<file path="src/rtl/core/dq_pkg.sv">
// Shared types and constants for the double-ended queue.
package dq_pkg;

  localparam int DEPTH_DEF      = 16;
  localparam int DATA_WIDTH_DEF = 32;

  typedef enum logic [1:0] {
    OP_PUSH_FRONT = 2'd0,
    OP_PUSH_BACK  = 2'd1,
    OP_POP_FRONT  = 2'd2,
    OP_POP_BACK   = 2'd3
  } op_t;

  typedef enum logic [1:0] {
    ST_OK    = 2'd0,
    ST_FULL  = 2'd1,
    ST_EMPTY = 2'd2
  } status_t;

  typedef enum logic [1:0] {
    S_IDLE,
    S_UPDATE,
    S_READ,
    S_LOAD
  } ctl_state_t;

  // Commands from the controller to the datapath.
  typedef struct packed {
    logic capture;
    logic update;
    logic load;
  } dq_cmd_t;

  // Status from the datapath to the controller.
  typedef struct packed {
    logic out_free;
  } dq_stat_t;

endpackage

</file>
<file path="src/rtl/core/dq_ram.sv">
// Generic RAM with one write port and two registered read ports.
module dq_ram #(
  parameter int WIDTH = dq_pkg::DATA_WIDTH_DEF,
  parameter int DEPTH = dq_pkg::DEPTH_DEF,
  localparam int AW   = $clog2(DEPTH)
) (
  input  logic             clk,
  input  logic             we,
  input  logic [AW-1:0]    waddr,
  input  logic [WIDTH-1:0] wdata,
  input  logic [AW-1:0]    raddr_a,
  input  logic [AW-1:0]    raddr_b,
  output logic [WIDTH-1:0] rdata_a,
  output logic [WIDTH-1:0] rdata_b
);

  logic [WIDTH-1:0] mem [DEPTH];

  always_ff @(posedge clk) begin
    if (we) begin
      mem[waddr] <= wdata;
    end
    rdata_a <= mem[raddr_a];
    rdata_b <= mem[raddr_b];
  end

endmodule

</file>
<file path="src/rtl/core/dq_ctrl.sv">
// Controller state machine that sequences one queue operation at a time.
module dq_ctrl (
  input  logic             clk,
  input  logic             rst_n,
  input  logic             in_valid,
  output logic             in_stall,
  input  dq_pkg::dq_stat_t stat,
  output dq_pkg::dq_cmd_t  cmd
);

  dq_pkg::ctl_state_t state_r, state_nxt;

  always_ff @(posedge clk) begin
    if (!rst_n) begin
      state_r <= dq_pkg::S_IDLE;
    end else begin
      state_r <= state_nxt;
    end
  end

  always_comb begin
    state_nxt   = state_r;
    cmd         = '0;
    in_stall    = 1'b1;
    case (state_r)
      dq_pkg::S_IDLE: begin
        in_stall = 1'b0;
        if (in_valid) begin
          cmd.capture = 1'b1;
          state_nxt   = dq_pkg::S_UPDATE;
        end
      end
      dq_pkg::S_UPDATE: begin
        cmd.update = 1'b1;
        state_nxt  = dq_pkg::S_READ;
      end
      dq_pkg::S_READ: begin
        state_nxt = dq_pkg::S_LOAD;
      end
      dq_pkg::S_LOAD: begin
        if (stat.out_free) begin
          cmd.load  = 1'b1;
          state_nxt = dq_pkg::S_IDLE;
        end
      end
      default: begin
        state_nxt = dq_pkg::S_IDLE;
      end
    endcase
  end

endmodule

</file>
<file path="src/rtl/core/dq_datapath.sv">
// Datapath: pointers, entry count, entry store and the result register.
module dq_datapath #(
  parameter int DEPTH      = dq_pkg::DEPTH_DEF,
  parameter int DATA_WIDTH = dq_pkg::DATA_WIDTH_DEF,
  localparam int AW        = $clog2(DEPTH),
  localparam int CW        = $clog2(DEPTH + 1)
) (
  input  logic                  clk,
  input  logic                  rst_n,
  input  dq_pkg::dq_cmd_t       cmd,
  output dq_pkg::dq_stat_t      stat,
  input  logic [1:0]            in_op,
  input  logic [DATA_WIDTH-1:0] in_data,
  output logic                  out_valid,
  input  logic                  out_stall,
  output logic [1:0]            out_status,
  output logic [DATA_WIDTH-1:0] out_front_data,
  output logic [DATA_WIDTH-1:0] out_back_data,
  output logic [CW-1:0]         out_count
);

  localparam logic [AW-1:0] LAST_IDX = AW'(DEPTH - 1);
  localparam logic [CW-1:0] FULL_CNT = CW'(DEPTH);

  dq_pkg::op_t           op_r;
  logic [DATA_WIDTH-1:0] data_r;
  logic [AW-1:0]         front_r, front_nxt;
  logic [AW-1:0]         back_r, back_nxt;
  logic [CW-1:0]         count_r, count_nxt;
  dq_pkg::status_t       status_r, status_nxt;
  logic                  out_valid_r;
  logic [1:0]            out_status_r;
  logic [DATA_WIDTH-1:0] out_front_r, out_back_r;
  logic [CW-1:0]         out_count_r;

  logic                  we;
  logic [AW-1:0]         waddr;
  logic [DATA_WIDTH-1:0] rdata_front, rdata_back;
  logic [AW-1:0]         front_inc, front_dec, back_inc, back_dec;
  logic                  is_push, is_full, is_empty;

  assign front_inc = (front_r == LAST_IDX) ? '0 : front_r + AW'(1);
  assign front_dec = (front_r == '0) ? LAST_IDX : front_r - AW'(1);
  assign back_inc  = (back_r == LAST_IDX) ? '0 : back_r + AW'(1);
  assign back_dec  = (back_r == '0) ? LAST_IDX : back_r - AW'(1);

  assign is_push  = (op_r == dq_pkg::OP_PUSH_FRONT) || (op_r == dq_pkg::OP_PUSH_BACK);
  assign is_full  = (count_r == FULL_CNT);
  assign is_empty = (count_r == '0);

  always_comb begin
    front_nxt  = front_r;
    back_nxt   = back_r;
    count_nxt  = count_r;
    status_nxt = status_r;
    we         = 1'b0;
    waddr      = front_r;
    if (cmd.update) begin
      status_nxt = dq_pkg::ST_OK;
      if (is_push) begin
        if (is_full) begin
          status_nxt = dq_pkg::ST_FULL;
        end else begin
          we        = 1'b1;
          count_nxt = count_r + CW'(1);
          if (is_empty) begin
            back_nxt = front_r;
            waddr    = front_r;
          end else if (op_r == dq_pkg::OP_PUSH_FRONT) begin
            front_nxt = front_dec;
            waddr     = front_dec;
          end else begin
            back_nxt = back_inc;
            waddr    = back_inc;
          end
        end
      end else begin
        if (is_empty) begin
          status_nxt = dq_pkg::ST_EMPTY;
        end else begin
          count_nxt = count_r - CW'(1);
          if (count_r != CW'(1)) begin
            if (op_r == dq_pkg::OP_POP_FRONT) begin
              front_nxt = front_inc;
            end else begin
              back_nxt = back_dec;
            end
          end
        end
      end
    end
  end

  always_ff @(posedge clk) begin
    if (!rst_n) begin
      front_r <= '0;
      back_r  <= '0;
      count_r <= '0;
    end else begin
      front_r <= front_nxt;
      back_r  <= back_nxt;
      count_r <= count_nxt;
    end
  end

  always_ff @(posedge clk) begin
    status_r <= status_nxt;
    if (cmd.capture) begin
      op_r   <= dq_pkg::op_t'(in_op);
      data_r <= in_data;
    end
  end

  dq_ram #(
    .WIDTH (DATA_WIDTH),
    .DEPTH (DEPTH)
  ) u_store (
    .clk     (clk),
    .we      (we),
    .waddr   (waddr),
    .wdata   (data_r),
    .raddr_a (front_r),
    .raddr_b (back_r),
    .rdata_a (rdata_front),
    .rdata_b (rdata_back)
  );

  assign stat.out_free = !out_valid_r || !out_stall;

  always_ff @(posedge clk) begin
    if (!rst_n) begin
      out_valid_r <= 1'b0;
    end else if (cmd.load) begin
      out_valid_r <= 1'b1;
    end else if (!out_stall) begin
      out_valid_r <= 1'b0;
    end
  end

  always_ff @(posedge clk) begin
    if (cmd.load) begin
      out_status_r <= status_r;
      out_count_r  <= count_r;
      out_front_r  <= is_empty ? '0 : rdata_front;
      out_back_r   <= is_empty ? '0 : rdata_back;
    end
  end

  assign out_valid      = out_valid_r;
  assign out_status     = out_status_r;
  assign out_front_data = out_front_r;
  assign out_back_data  = out_back_r;
  assign out_count      = out_count_r;

endmodule

</file>
<file path="src/rtl/core/double_ended_queue.sv">
// Top level of the bounded double-ended queue.
//
//   Channel | Direction | Handshake            | Word contents
//   --------+-----------+----------------------+---------------------------------------
//   in_     | input     | in_valid / in_stall   | op, data
//   out_    | output    | out_valid / out_stall | status, front_data, back_data, count
//
// Each accepted word passes through capture, pointer and store update, store read
// at the new front and back indices (the store has a registered read), and load into
// the result register. Reset is synchronous and active low; it empties the queue and
// clears the pointers and the result valid, but leaves the store contents alone.
// A stalled result holds in the output register; the next word is still taken, and
// its result waits in the load cycle until the register frees up.
module double_ended_queue #(
  parameter int DEPTH      = dq_pkg::DEPTH_DEF,
  parameter int DATA_WIDTH = dq_pkg::DATA_WIDTH_DEF,
  localparam int CW        = $clog2(DEPTH + 1)
) (
  input  logic                  clk,
  input  logic                  rst_n,
  // Input channel: one operation word.
  input  logic                  in_valid,
  output logic                  in_stall,
  input  logic [1:0]            in_op,
  input  logic [DATA_WIDTH-1:0] in_data,
  // Result channel: one result word per operation.
  output logic                  out_valid,
  input  logic                  out_stall,
  output logic [1:0]            out_status,
  output logic [DATA_WIDTH-1:0] out_front_data,
  output logic [DATA_WIDTH-1:0] out_back_data,
  output logic [CW-1:0]         out_count
);

  dq_pkg::dq_cmd_t  cmd;
  dq_pkg::dq_stat_t stat;

  // The controller steps each operation through its phases; it stalls the
  // input whenever it is not idle.
  dq_ctrl u_ctrl (
    .clk      (clk),
    .rst_n    (rst_n),
    .in_valid (in_valid),
    .in_stall (in_stall),
    .stat     (stat),
    .cmd      (cmd)
  );

  // The datapath keeps the circular store, the front and back pointers,
  // the entry count and the result register.
  dq_datapath #(
    .DEPTH      (DEPTH),
    .DATA_WIDTH (DATA_WIDTH)
  ) u_datapath (
    .clk            (clk),
    .rst_n          (rst_n),
    .cmd            (cmd),
    .stat           (stat),
    .in_op          (in_op),
    .in_data        (in_data),
    .out_valid      (out_valid),
    .out_stall      (out_stall),
    .out_status     (out_status),
    .out_front_data (out_front_data),
    .out_back_data  (out_back_data),
    .out_count      (out_count)
  );

endmodule
</file>
<file path="config.mk">
export PLATFORM = sky130hd
export DESIGN_NAME = double_ended_queue
export DESIGN_NICKNAME = d
export VERILOG_FILES = /design/src/rtl/core/dq_pkg.sv /design/src/rtl/core/dq_ram.sv /design/src/rtl/core/dq_ctrl.sv /design/src/rtl/core/dq_datapath.sv /design/src/rtl/core/double_ended_queue.sv
export SDC_FILE = /design/constraint.sdc
export NUM_CORES = 1
export LEC_CHECK = 0
export BUFFER_PORTS_ARGS = -buffer_cell sky130_fd_sc_hd__buf_2
export CAP_MARGIN = 10
export CORE_ASPECT_RATIO = 2
export CORE_MARGIN = 4
export CORE_UTILIZATION = 52
export DETAILED_ROUTE_END_ITERATION = 7
export GPL_ROUTABILITY_DRIVEN = 0
export PLACE_DENSITY = 0.69
export SLEW_MARGIN = 20
export SYNTH_ARGS = -nofsm -noshare
export SYNTH_HDL_FRONTEND = slang
export SYNTH_SLANG_ARGS = --single-unit
export TNS_END_PERCENT = 1
</file>
<file path="constraint.sdc">
create_clock -name clk -period 8.6 [get_ports clk]
set_input_delay 1.72 -clock clk [delete_from_list [all_inputs] [get_ports clk]]
set_output_delay 1.72 -clock clk [all_outputs]
set_load 0.005 [all_outputs]
</file>
Yosys cells after proc, flatten, opt, wreduce, memory -nomap -nowiden

Memory sizes are Yosys's and may differ from the RTL's. A register that Yosys moved wholly into a read port is not among the register bits.
Cells that the tools add are included.
Widths: inputs -> output; s select.

Register bits: 123
Bits in writable memories: 512
Input port bits: 38
Logic and storage cells: 97
Memories kept: 1

Memories:

| name                   | words | bits a word | read ports | clocked after Yosys merged registers in | write ports | line         | RTL |
|---|---|---|---|---|---|---|---|
| u_datapath.u_store.mem | 16    | 32          | 2          | 2                                       | 1           | dq_ram.sv:17 | `logic [WIDTH-1:0] mem [DEPTH];` |

$add $sub $neg: 6
Eq/ne operators: 18
Multiplexer cells: 45
Reduce and logical (&&, ||, !) cells: 15

Operators by type and width:

| cell                | count |
|---|---|
| $mux 4              | 23 |
| $mux 5              | 3 |
| $mux 1              | 14 |
| $add 4x1->4 const B | 2 |
| $eq 4x4->1 const B  | 2 |
| $logic_not 4->1     | 2 |
| $mux 2              | 4 |
| $ne 2x1->1 const B  | 4 |
| $ne 2x2->1 const B  | 4 |
| $pmux 2 s4          | 1 |
| $sub 4x1->4 const B | 2 |
| $reduce_and 7->1    | 1 |
| $eq 2x2->1 const B  | 3 |
| $reduce_and 6->1    | 1 |
| $add 5x1->5 const B | 1 |
| $eq 5x5->1 const B  | 1 |
| $logic_not 5->1     | 1 |
| $ne 5x1->1 const B  | 1 |
| $sub 5x1->5 const B | 1 |
| $eq 2x1->1 const B  | 2 |
| $logic_not 2->1     | 2 |
| $reduce_bool 2->1   | 2 |
| $ne 3x3->1 const B  | 1 |
| $reduce_and 3->1    | 1 |
| 3 further kinds     | 5 |

Depth between registers and ports, before layout

Gate-level depths: netlist of run 1.

Word-level depth: 7
Gate-level depth with buffers: 10
Mapped depth without buffers: 7

Hierarchy

Synthesis of run 1 repeated with hierarchy kept, for this count alone.

Cells, all modules: 1501
Area, all modules: 29355.7 um^2

Modules (own cells, without submodules):

| module      | times used | cells an instance | area each (um^2) |
|---|---|---|---|
| dq_ram      | 1          | 1141              | 24203.2 |
| dq_datapath | 1          | 340               | 4972.3 |
| dq_ctrl     | 1          | 20                | 180.2 |

Least setup slack after synthesis of run 1

No wires, ideal clock.

Path type: input to register
From: input out_stall
To: register u_datapath.out_back_r[0] (netlist: u_datapath.out_back_data[0]), enable pin
Library setup time: 0.608 ns
Data arrival time: 6.890 ns
Data required time: 7.992 ns
Slack: 1.102 ns
Cell stages on the path: 1
Path through: a21boi_0

Word-level cells in the longest chain between the ends: 4

Ends and longest elaborated chain:

| item                   | line                     | RTL |
|---|---|---|
| start: declaration     | double_ended_queue.sv:28 | `input logic out_stall,` |
| $logic_not 1->1        | dq_datapath.sv:128       | `assign stat.out_free = !out_valid_r \|\| !out_stall;` |
| $logic_or 1x1->1       | dq_datapath.sv:128       |  |
| $mux 1                 | dq_ctrl.sv:41            | `if (stat.out_free) begin` |
| $mux 1                 | dq_ctrl.sv:25            | `case (state_r)` |
| end signal: assignment | dq_datapath.sv:145       | `out_back_r <= is_empty ? '0 : rdata_back;` |
| end: declaration       | dq_datapath.sv:33        | `logic [DATA_WIDTH-1:0] out_front_r, out_back_r;` |

No other way between the ends.
A chain may end at the register's enable or synchronous reset.

Worst setup path after layout of run 1

From: register u_datapath.front_r[1]
To: memory u_datapath.u_store.mem[3][0] in the netlist's numbering, enable pin

Word-level cells in the longest chain between the ends: 7

Ends and longest elaborated chain:

| item                                           | line               | RTL |
|---|---|---|
| start: declaration                             | dq_datapath.sv:27  | `logic [AW-1:0] front_r, front_nxt;` |
| start signal: assignment                       | dq_datapath.sv:100 | `front_r <= front_nxt;` |
| $sub 4x1->4 or $logic_not 4->1 (tied branches) | dq_datapath.sv:43  | `assign front_dec = (front_r == '0) ? LAST_IDX : front_r - AW'(1);` |
| $mux 4                                         | dq_datapath.sv:43  |  |
| $mux 4                                         | dq_datapath.sv:69  | `end else if (op_r == dq_pkg::OP_PUSH_FRONT) begin` |
| $mux 4                                         | dq_datapath.sv:66  | `if (is_empty) begin` |
| $mux 4                                         | dq_datapath.sv:61  | `if (is_full) begin` |
| $mux 4                                         | dq_datapath.sv:60  | `if (is_push) begin` |
| $mux 4 (*)                                     | dq_datapath.sv:58  | `if (cmd.update) begin` |
| end: declaration                               | dq_ram.sv:17       |  |

Mark *: on every way between the ends. The rest lies on a longest branch, timed or not.

==> parameters.txt, run 1 <==
Parameter                              Value

Status
  Outcome ... finished, final reports clean

Clocking
  Clock latency on the worst-skew pair ... 0.63 ns
  Library cell used as clock root buffer ... sky130_fd_sc_hd__clkbuf_16
  Count of instances resized after the clock tree is built ... 0
  Clock buffer count from CTS ... 59
  Maximum root-to-sink buffer count ... 3
  Deepest level of the CTS H-tree ... 2
  Number of sinks on the clock net ... 699
  Quantity of hold-fixing buffers added after cts ... 0
  Clock tree from TritonCTS ... built
  Clock slew at reported path FFs ... 0.07 ns
  Buffers inserted by post-CTS timing repair ... 0

Cells and area
  Number of nets in the final layout ... 1,648
  Non-filler instance count after layout ... 2,395
  Area growth from synthesis to layout ... 11.6%
  Post-route standard cell area excluding fillers ... 0.0331 sq mm
  Fraction of final layout cells sized beyond drive strength 1 ... 34.5%
  Count of antenna diodes in the layout ... 0

Global routing
  Maximum number of pins on one net before global-route repair ... 76
  Total track usage ... 23.2%
  Antenna violations before repair ... 0
  Total overflow reported by the global router ... 0
  Global-route wire length before repair ... 106 mm
  Number of global-route vias before repair ... 16.4k

Die
  Die span in x ... 177 um
  Die Area ... 0.0611 sq mm
  Number of I/O pins ... 111
  Overall die height ... 346 um
  Initial Util ... 52.6%
  Std-Cell Core Area ... 0.0563 sq mm
  Count of standard-cell rows ... 123

STA
  Time the final worst path needs with I/O delays and setup ... 4.16 ns
  Highest Clock Rate ... 241 MHz
  Final worst hold slack ... 0.423 ns
  Worst Tran Pin Value ... 1.15 ns
  Largest clock skew in the final design ... 0.0186 ns
  Setup_tns ... 0 ns
  Setup repair after global routing missed its margin ... no
  Final Hold Viols ... 0
  Final cycle utilization of the critical path ... 48.3%
  Max-slew violation count ... 0
  Number of setup violations in the final report ... 0
  Relative slew slack ... 23.1%

Logic synthesis
  Number of nets in the synthesized netlist ... 1,546
  Synth async-reset ratio ... 0%
  Post-synth EDFFs ... 619
  Synth unique cells ... 61
  Top post-synthesis cells by count ... sky130_fd_sc_hd__edfxtp_1, sky130_fd_sc_hd__mux4_2, sky130_fd_sc_hd__dfxtp_1
  Post-synthesis cell count ... 1,494
  Library cell occupying the most area in the post-synthesis netlist ... sky130_fd_sc_hd__edfxtp_1
  Area share of the largest cell type after synthesis ... 62.7%
  Most common cell in the synthesized netlist ... sky130_fd_sc_hd__edfxtp_1
  Flop and latch count out of synthesis ... 699
  Portion of the post-synthesis area used by sequential elements ... 68.1%
  Synth area leaders ... sky130_fd_sc_hd__edfxtp_1, sky130_fd_sc_hd__mux4_2, sky130_fd_sc_hd__dfxtp_1
  Netlist area before placement ... 0.0296 sq mm
  Per-instance average area after synthesis ... 19.8 sq um
  Top_reg_cell synth ... sky130_fd_sc_hd__edfxtp_1
  Synth Warn # ... 0

Setup path
  Endpoint class of the critical path ... flop
  Data required time at the worst endpoint ... 8.90 ns
  R2r endpoint ... u_datapath.u_store.mem[3][0]$_DFFE_PP_
  Cells on worst reg2reg path ... 7
  Sort of element at the start of the critical path ... flop
  Reg2reg start ... u_datapath.front_r[1]$_SDFFE_PN0P_
  Worst path arrival time ... 4.45 ns
  Worst setup path category ... flop to flop
  Start point of the critical path ... u_datapath.front_r[1]$_SDFFE_PN0P_
  Maximum fanout along the worst path ... 58
  Slack of the worst reg-to-reg path ... 4.44 ns

Drt
  Number of nets with antenna violations after routing ... 0
  1st-iter DRT viols ... 1,528
  Total number of vias ... 15.3k
  Detailed-route DRC error count ... 0
  Final wirelength ... 70.0 mm
  First-pass detailed-route iteration total ... 5
  Wire length per cell ... 29.2 um
  Via density ... 6.38

Min path
  Class of the tightest hold or removal check ... flop to flop
  Hold path endpoint ... u_datapath.out_status[0]$_DFFE_PP_
  Start point of the worst hold path ... u_datapath.status_r[0]$_SDFFCE_PP0N_
  Cells on Worst Hold Path ... 0

Power and ir drop
  Reg power frac ... 47.1%
  Share of total power consumed by net switching ... 28.9%
  Internal portion of total power ... 6.99 mW
  Total leakage power ... 10.3 nW
  Net switching power ... 2.84 mW
  Clock Power Share ... 28.2%
  Peak supply drop ... 0.000244 V
  Part of the total power dissipated in combinational logic ... 24.8%
  Pwr per Cell Area ... 297 mW/mm^2

Placed design
  Instance count after placement with tap cells included ... 2,283
  HPWL reported at the end of detailed placement ... 40.3 mm
  Placed cell area ... 0.0310 sq mm
  IO buf count ... 110

Run
  Number of max-cap violations ... 0
## registers in the layout, summed over array words and instances (netlist names)
signal                      flops
u_datapath.status_r             2
u_datapath.u_store.rdata_b     32
u_datapath.u_store.rdata_a     32
u_datapath.count_r              5
u_datapath.u_store.mem        512
u_datapath.out_front_data      32
u_ctrl.state_r                  2
u_datapath.back_r               4
u_datapath.data_r              32
u_datapath.out_count            5
u_datapath.out_back_data       32
u_datapath.op_r                 2
u_datapath.out_status           2
u_datapath.front_r              4
u_datapath.out_valid            1
## layout make-up
class	instances	area (sq um)
tap	750	938
inverter	13	48.8
timing repair buffer	144	846
multi-input combinational	679	9040
clock inverter	47	472
clock buffer	63	1530
fill	4174	23200
sequential	699	20200
## power by group through the flow
stage / Combinational (mW) / Clock (mW) / Sequential [mW]
6_report: 2.43 / 2.77 / 4.62
5_1_grt: 2.63 / 2.96 / 4.68
3_5_place_dp: 2.44 / 0 / 4.72
4_1_cts: 2.45 / 2.82 / 4.65
2_1_floorplan: 1.90 / 0 / 4.49
3_3_place_gp: 2.40 / 0 / 4.70
## worst max path at each step
stage | end | slack [ns] | cells after the start
final | u_datapath.u_store.mem[3][0]$_DFFE_PP_ | 4.44 | 7
after global routing | u_datapath.u_store.mem[0][2]$_DFFE_PP_ | 4.21 | 7
after CTS | u_datapath.u_store.mem[0][3]$_DFFE_PP_ | 3.95 | 7
after detailed placement | u_datapath.u_store.mem[3][0]$_DFFE_PP_ | 3.96 | 7
after global placement | u_datapath.u_store.mem[0][7]$_DFFE_PP_ | 3.96 | 7
after floorplan | u_datapath.out_back_data[0]$_SDFFCE_PP0P_ | 1.10 | 1
## per-stage QoR
| stage | power [mW] | util, % | worst slack [ns] |
|---|---|---|---|
| finish | 9.83 | 58.7 | 4.44 |
| floorplan | 6.39 | - | 1.10 |
| CTS | 9.91 | 58.6 | 3.95 |
| global placement | 7.10 | 55.1 | 3.96 |
| global route | 10.3 | 58.7 | 4.21 |
| detailed placement | 7.15 | 55.1 | 3.96 |
## cell usage in the layout (no fill, tap or decap), types with 5 or more instances in the layout
cell and instances:
sky130_fd_sc_hd__inv_6 7, sky130_fd_sc_hd__a31oi_1 34, sky130_fd_sc_hd__nor2_4 16, sky130_fd_sc_hd__xnor2_1 5, sky130_fd_sc_hd__ha_1 14, sky130_fd_sc_hd__nor2b_1 71
sky130_fd_sc_hd__and2_1 36, sky130_fd_sc_hd__edfxtp_1 619, sky130_fd_sc_hd__buf_4 32, sky130_fd_sc_hd__a211oi_1 35, sky130_fd_sc_hd__o21ai_0 11, sky130_fd_sc_hd__mux4_2 288
sky130_fd_sc_hd__clkbuf_16 60, sky130_fd_sc_hd__a21oi_1 8, sky130_fd_sc_hd__dfxtp_1 73, sky130_fd_sc_hd__clkinv_2 12, sky130_fd_sc_hd__clkinv_1 8, sky130_fd_sc_hd__nor2_1 14
sky130_fd_sc_hd__dfxtp_4 5, sky130_fd_sc_hd__nand2_1 79, sky130_fd_sc_hd__bufinv_16 7, sky130_fd_sc_hd__buf_2 110, sky130_fd_sc_hd__clkinvlp_4 9, sky130_fd_sc_hd__inv_1 11
## critical path: stages (launching register included)
cell	delay, ns
sky130_fd_sc_hd__dfxtp_4	0.84
sky130_fd_sc_hd__buf_4	0.84
sky130_fd_sc_hd__o21bai_1	0.18
sky130_fd_sc_hd__a221oi_1	0.28
sky130_fd_sc_hd__a211oi_1	0.13
sky130_fd_sc_hd__nand3b_1	0.43
sky130_fd_sc_hd__nor2_4	0.68
sky130_fd_sc_hd__buf_4	0.42
## layer usage
metal | wire [um] | vias up | part of all wire, % | track usage, %
li1 | - | 6393 | - | -
met1 | 24500 | 8126 | 35 | 27.9
met2 | 39500 | 632 | 56 | 43.3
met3 | 3710 | 128 | 5.3 | 2.94
met4 | 2290 | 0 | 3.3 | 6.80
met5 | 0 | - | 0 | 0
## logic make-up (layout without fill, tap and decap cells)
| group | Yosys count | count (layout) | synth area share, % |
|---|---|---|---|
| AOI/OAI and AO/OA | 116 | 116 | 2.68 |
| DFF | 699 | 699 | 68.1 |
| adders and majority gates | 14 | 14 | 0.591 |
| muxes | 294 | 294 | 22.1 |
| buffers and inverters | 116 | 267 | 1.87 |
| and+or+nand+nor | 247 | 247 | 4.40 |
| xor gates and xnor gates | 8 | 8 | 0.236 |
Note: power is estimated with default switching activity, not from simulation.
==> run 2, diff against run 1 <==
==> constraint.sdc (replaced) <==
create_clock -name clk -period 4.3 [get_ports clk]
set_input_delay 0.86 -clock clk [delete_from_list [all_inputs] [get_ports clk]]
set_output_delay 0.86 -clock clk [all_outputs]
set_load 0.005 [all_outputs]
==> parameters.txt, run 2 (synthesis results as in run 1) <==
Parameter                              Value

Clocking
  Clock buffer count from CTS ... 57 (-3.4%)
  Clock latency on the worst-skew pair ... 0.61 ns (-0.02 ns)
  Maximum root-to-sink buffer count ... 3 (unchanged)
  Count of instances resized after the clock tree is built ... 0 (unchanged)
  Deepest level of the CTS H-tree ... 2 (unchanged)
  Library cell used as clock root buffer ... sky130_fd_sc_hd__clkbuf_16
  Buffers inserted by post-CTS timing repair ... 0 (unchanged)
  Clock slew at reported path FFs ... 0.07 ns (about the same)
  Number of sinks on the clock net ... 699 (unchanged)
  Quantity of hold-fixing buffers added after cts ... 0 (unchanged)
  Clock tree from TritonCTS ... built

STA
  Max-slew violation count ... 0 (unchanged)
  Final critical-path setup slack ... 1.08 ns (-3.36 ns)
  Number of setup violations in the final report ... 0 (unchanged)
  Final worst hold slack ... 0.419 ns (-0.00488 ns)
  Largest clock skew in the final design ... 0.0181 ns (-0.000523 ns)
  Relative slew slack ... 35.6% (+12 points)
  Time the final worst path needs with I/O delays and setup ... 3.22 ns (-0.941 ns)
  Setup_tns ... 0 ns (unchanged)
  Final Hold Viols ... 0 (unchanged)
  Highest Clock Rate ... 311 MHz (+29%)
  Worst Tran Pin Value ... 0.967 ns (-0.185 ns)
  Final cycle utilization of the critical path ... 74.8% (+26 points)
  Setup repair after global routing missed its margin ... no

Drt
  Number of nets with antenna violations after routing ... 0 (unchanged)
  First-pass detailed-route iteration total ... 5 (unchanged)
  Met3 wire length ... 4.23 mm (+14%)
  Wire length per cell ... 28.6 um (-2.2%)
  Top layer reached by signal wires ... met4
  Total number of vias ... 15.2k (-0.28%)
  Detailed-route DRC error count ... 0 (unchanged)
  Met2 routed WL ... 37.9 mm (-4.0%)
  Final wirelength ... 68.7 mm (-1.7%)
  Met1 layer wirelength in the final routing ... 24.7 mm (+0.96%)
  Via density ... 6.33 (-0.74%)
  1st-iter DRT viols ... 1,385 (-9.4%)

Cells and area
  Fraction of final layout cells sized beyond drive strength 1 ... 35.1% (+0.62 points)
  Number of nets in the final layout ... 1,659 (+0.67%)
  Count of antenna diodes in the layout ... 0 (unchanged)
  Most common library cell in the layout ignoring fill and taps ... sky130_fd_sc_hd__edfxtp_1
  Area growth from synthesis to layout ... 12.2%
  Most flop-heavy register ... u_datapath.u_store.mem
  Flip-flop count of the largest register, all copies and words added ... 512 (unchanged)
  Util after Layout ... 59.1% (+0.32 points)
  Most frequent cells in the layout ... sky130_fd_sc_hd__edfxtp_1, sky130_fd_sc_hd__mux4_2, sky130_fd_sc_hd__buf_2, sky130_fd_sc_hd__nand2_1, sky130_fd_sc_hd__dfxtp_1
  Fill cell count ... 4,176 (+0.048%)

Die
  Std-Cell Core Area ... 0.0563 sq mm (unchanged)
  Overall die height ... 346 um (unchanged)
  Number of I/O pins ... 111 (unchanged)
  Die span in x ... 177 um (unchanged)
  Die Area ... 0.0611 sq mm (unchanged)
  Count of standard-cell rows ... 123 (unchanged)
  Initial Util ... 52.6% (unchanged)

Global routing
  Global-route wire length before repair ... 103 mm (-2.1%)
  Total track usage ... 22.7% (-0.44 points)
  Antenna violations before repair ... 0 (unchanged)
  Maximum number of pins on one net before global-route repair ... 79 (+3.9%)
  Total overflow reported by the global router ... 0 (unchanged)
  Number of global-route vias before repair ... 16.2k (-1.2%)

Setup path
  Maximum fanout along the worst path ... 32 (-45%)
  Worst setup path category ... flop to flop
  Worst path arrival time ... 3.45 ns (-1.00 ns)
  Endpoint class of the critical path ... flop
  Data required time at the worst endpoint ... 4.53 ns (-4.37 ns)
  Sort of element at the start of the critical path ... flop

Placed design
  Worst-case setup slack after placement ... 1.19 ns (-2.76 ns)
  HPWL reported at the end of detailed placement ... 39.8 mm (-1.2%)
  IO buf count ... 110 (unchanged)

Power and ir drop
  Total leakage power ... 10.4 nW (+1.0%)
  Pwr per Cell Area ... 591 mW/mm^2 (+99%)
  Peak supply drop ... 0.000465 V (+91%)

Min path
  Class of the tightest hold or removal check ... input pin to flop

Run
  Number of max-cap violations ... 0 (unchanged)

Status
  Outcome ... finished, final reports clean
[run 2: cell types whose count changed in the layout (fill, tap and decap cells not counted), moves of 3 or more]
cell / before / now
sky130_fd_sc_hd__buf_12: 0 / 8
sky130_fd_sc_hd__buf_4: 32 / 39
sky130_fd_sc_hd__clkinv_1: 8 / 2
sky130_fd_sc_hd__clkbuf_1: 1 / 4
sky130_fd_sc_hd__clkinv_2: 12 / 15
sky130_fd_sc_hd__clkinvlp_4: 9 / 6
[run 2: worst paths after layout]
check                                  startpoint                                       end  slack, ns  depth (start not counted)
min                                   in_data[31]           u_datapath.data_r[31]$_DFFE_PP_       0.42                          1
max reg2reg     u_datapath.back_r[3]$_SDFFE_PN0P_  u_datapath.u_store.mem[10][16]$_DFFE_PP_       1.08                          7
min reg2reg  u_datapath.status_r[0]$_SDFFCE_PP0N_        u_datapath.out_status[0]$_DFFE_PP_       0.43                          0
max             u_datapath.back_r[3]$_SDFFE_PN0P_  u_datapath.u_store.mem[10][16]$_DFFE_PP_       1.08                          7
[run 2: cell type report]
| cell class | instances | area [sq um] | share of cell area (%) |
|---|---|---|---|
| clock buffers | 67 | 1550 | 4.65 |
| clock inverters | 41 | 479 | 1.44 |
| well taps | 750 | 938 | 2.82 |
| multi-input cells | 679 | 9040 | 27.2 |
| flip-flops and latches | 699 | 20200 | 60.8 |
| inverters | 13 | 48.8 | 0.147 |
| repair buffers | 157 | 1000 | 3.02 |
[run 2: critical path, stage by stage, from the launching register on]
cell and delay, ns:
sky130_fd_sc_hd__dfxtp_2 0.61, sky130_fd_sc_hd__buf_4 0.61, sky130_fd_sc_hd__a31o_2 0.27, sky130_fd_sc_hd__a22oi_1 0.11
sky130_fd_sc_hd__mux2i_1 0.20, sky130_fd_sc_hd__nand2_1 0.28, sky130_fd_sc_hd__nor2_4 0.17, sky130_fd_sc_hd__buf_4 0.54
[run 2: power by group]
group	switching [mW]	total (mW)	internal [mW]
Clock	2.48	5.62	3.15
Combinational	2.43	4.82	2.40
Sequential	0.686	9.22	8.53
Total	5.59	19.7	14.1
[run 2: per-stage QoR]
| stage | area [sq um] | cells | total power, mW |
|---|---|---|---|
| 4_1_cts | 33300 | 2406 | 19.9 |
| 5_1_grt | 33300 | 2406 | 20.5 |
| 3_3_place_gp | 31200 | 2298 | 14.2 |
| 2_1_floorplan | 29600 | 1494 | 12.8 |
| 6_report | 33300 | 2406 | 19.7 |
| 3_5_place_dp | 31200 | 2298 | 14.3 |
[run 2: per-layer routing]
layer,GRT usage (%),vias to the layer above
li1,-,6403
met1,29.1,8110
met2,41.1,620
met3,2.46,103
met4,6.62,0
met5,0,-
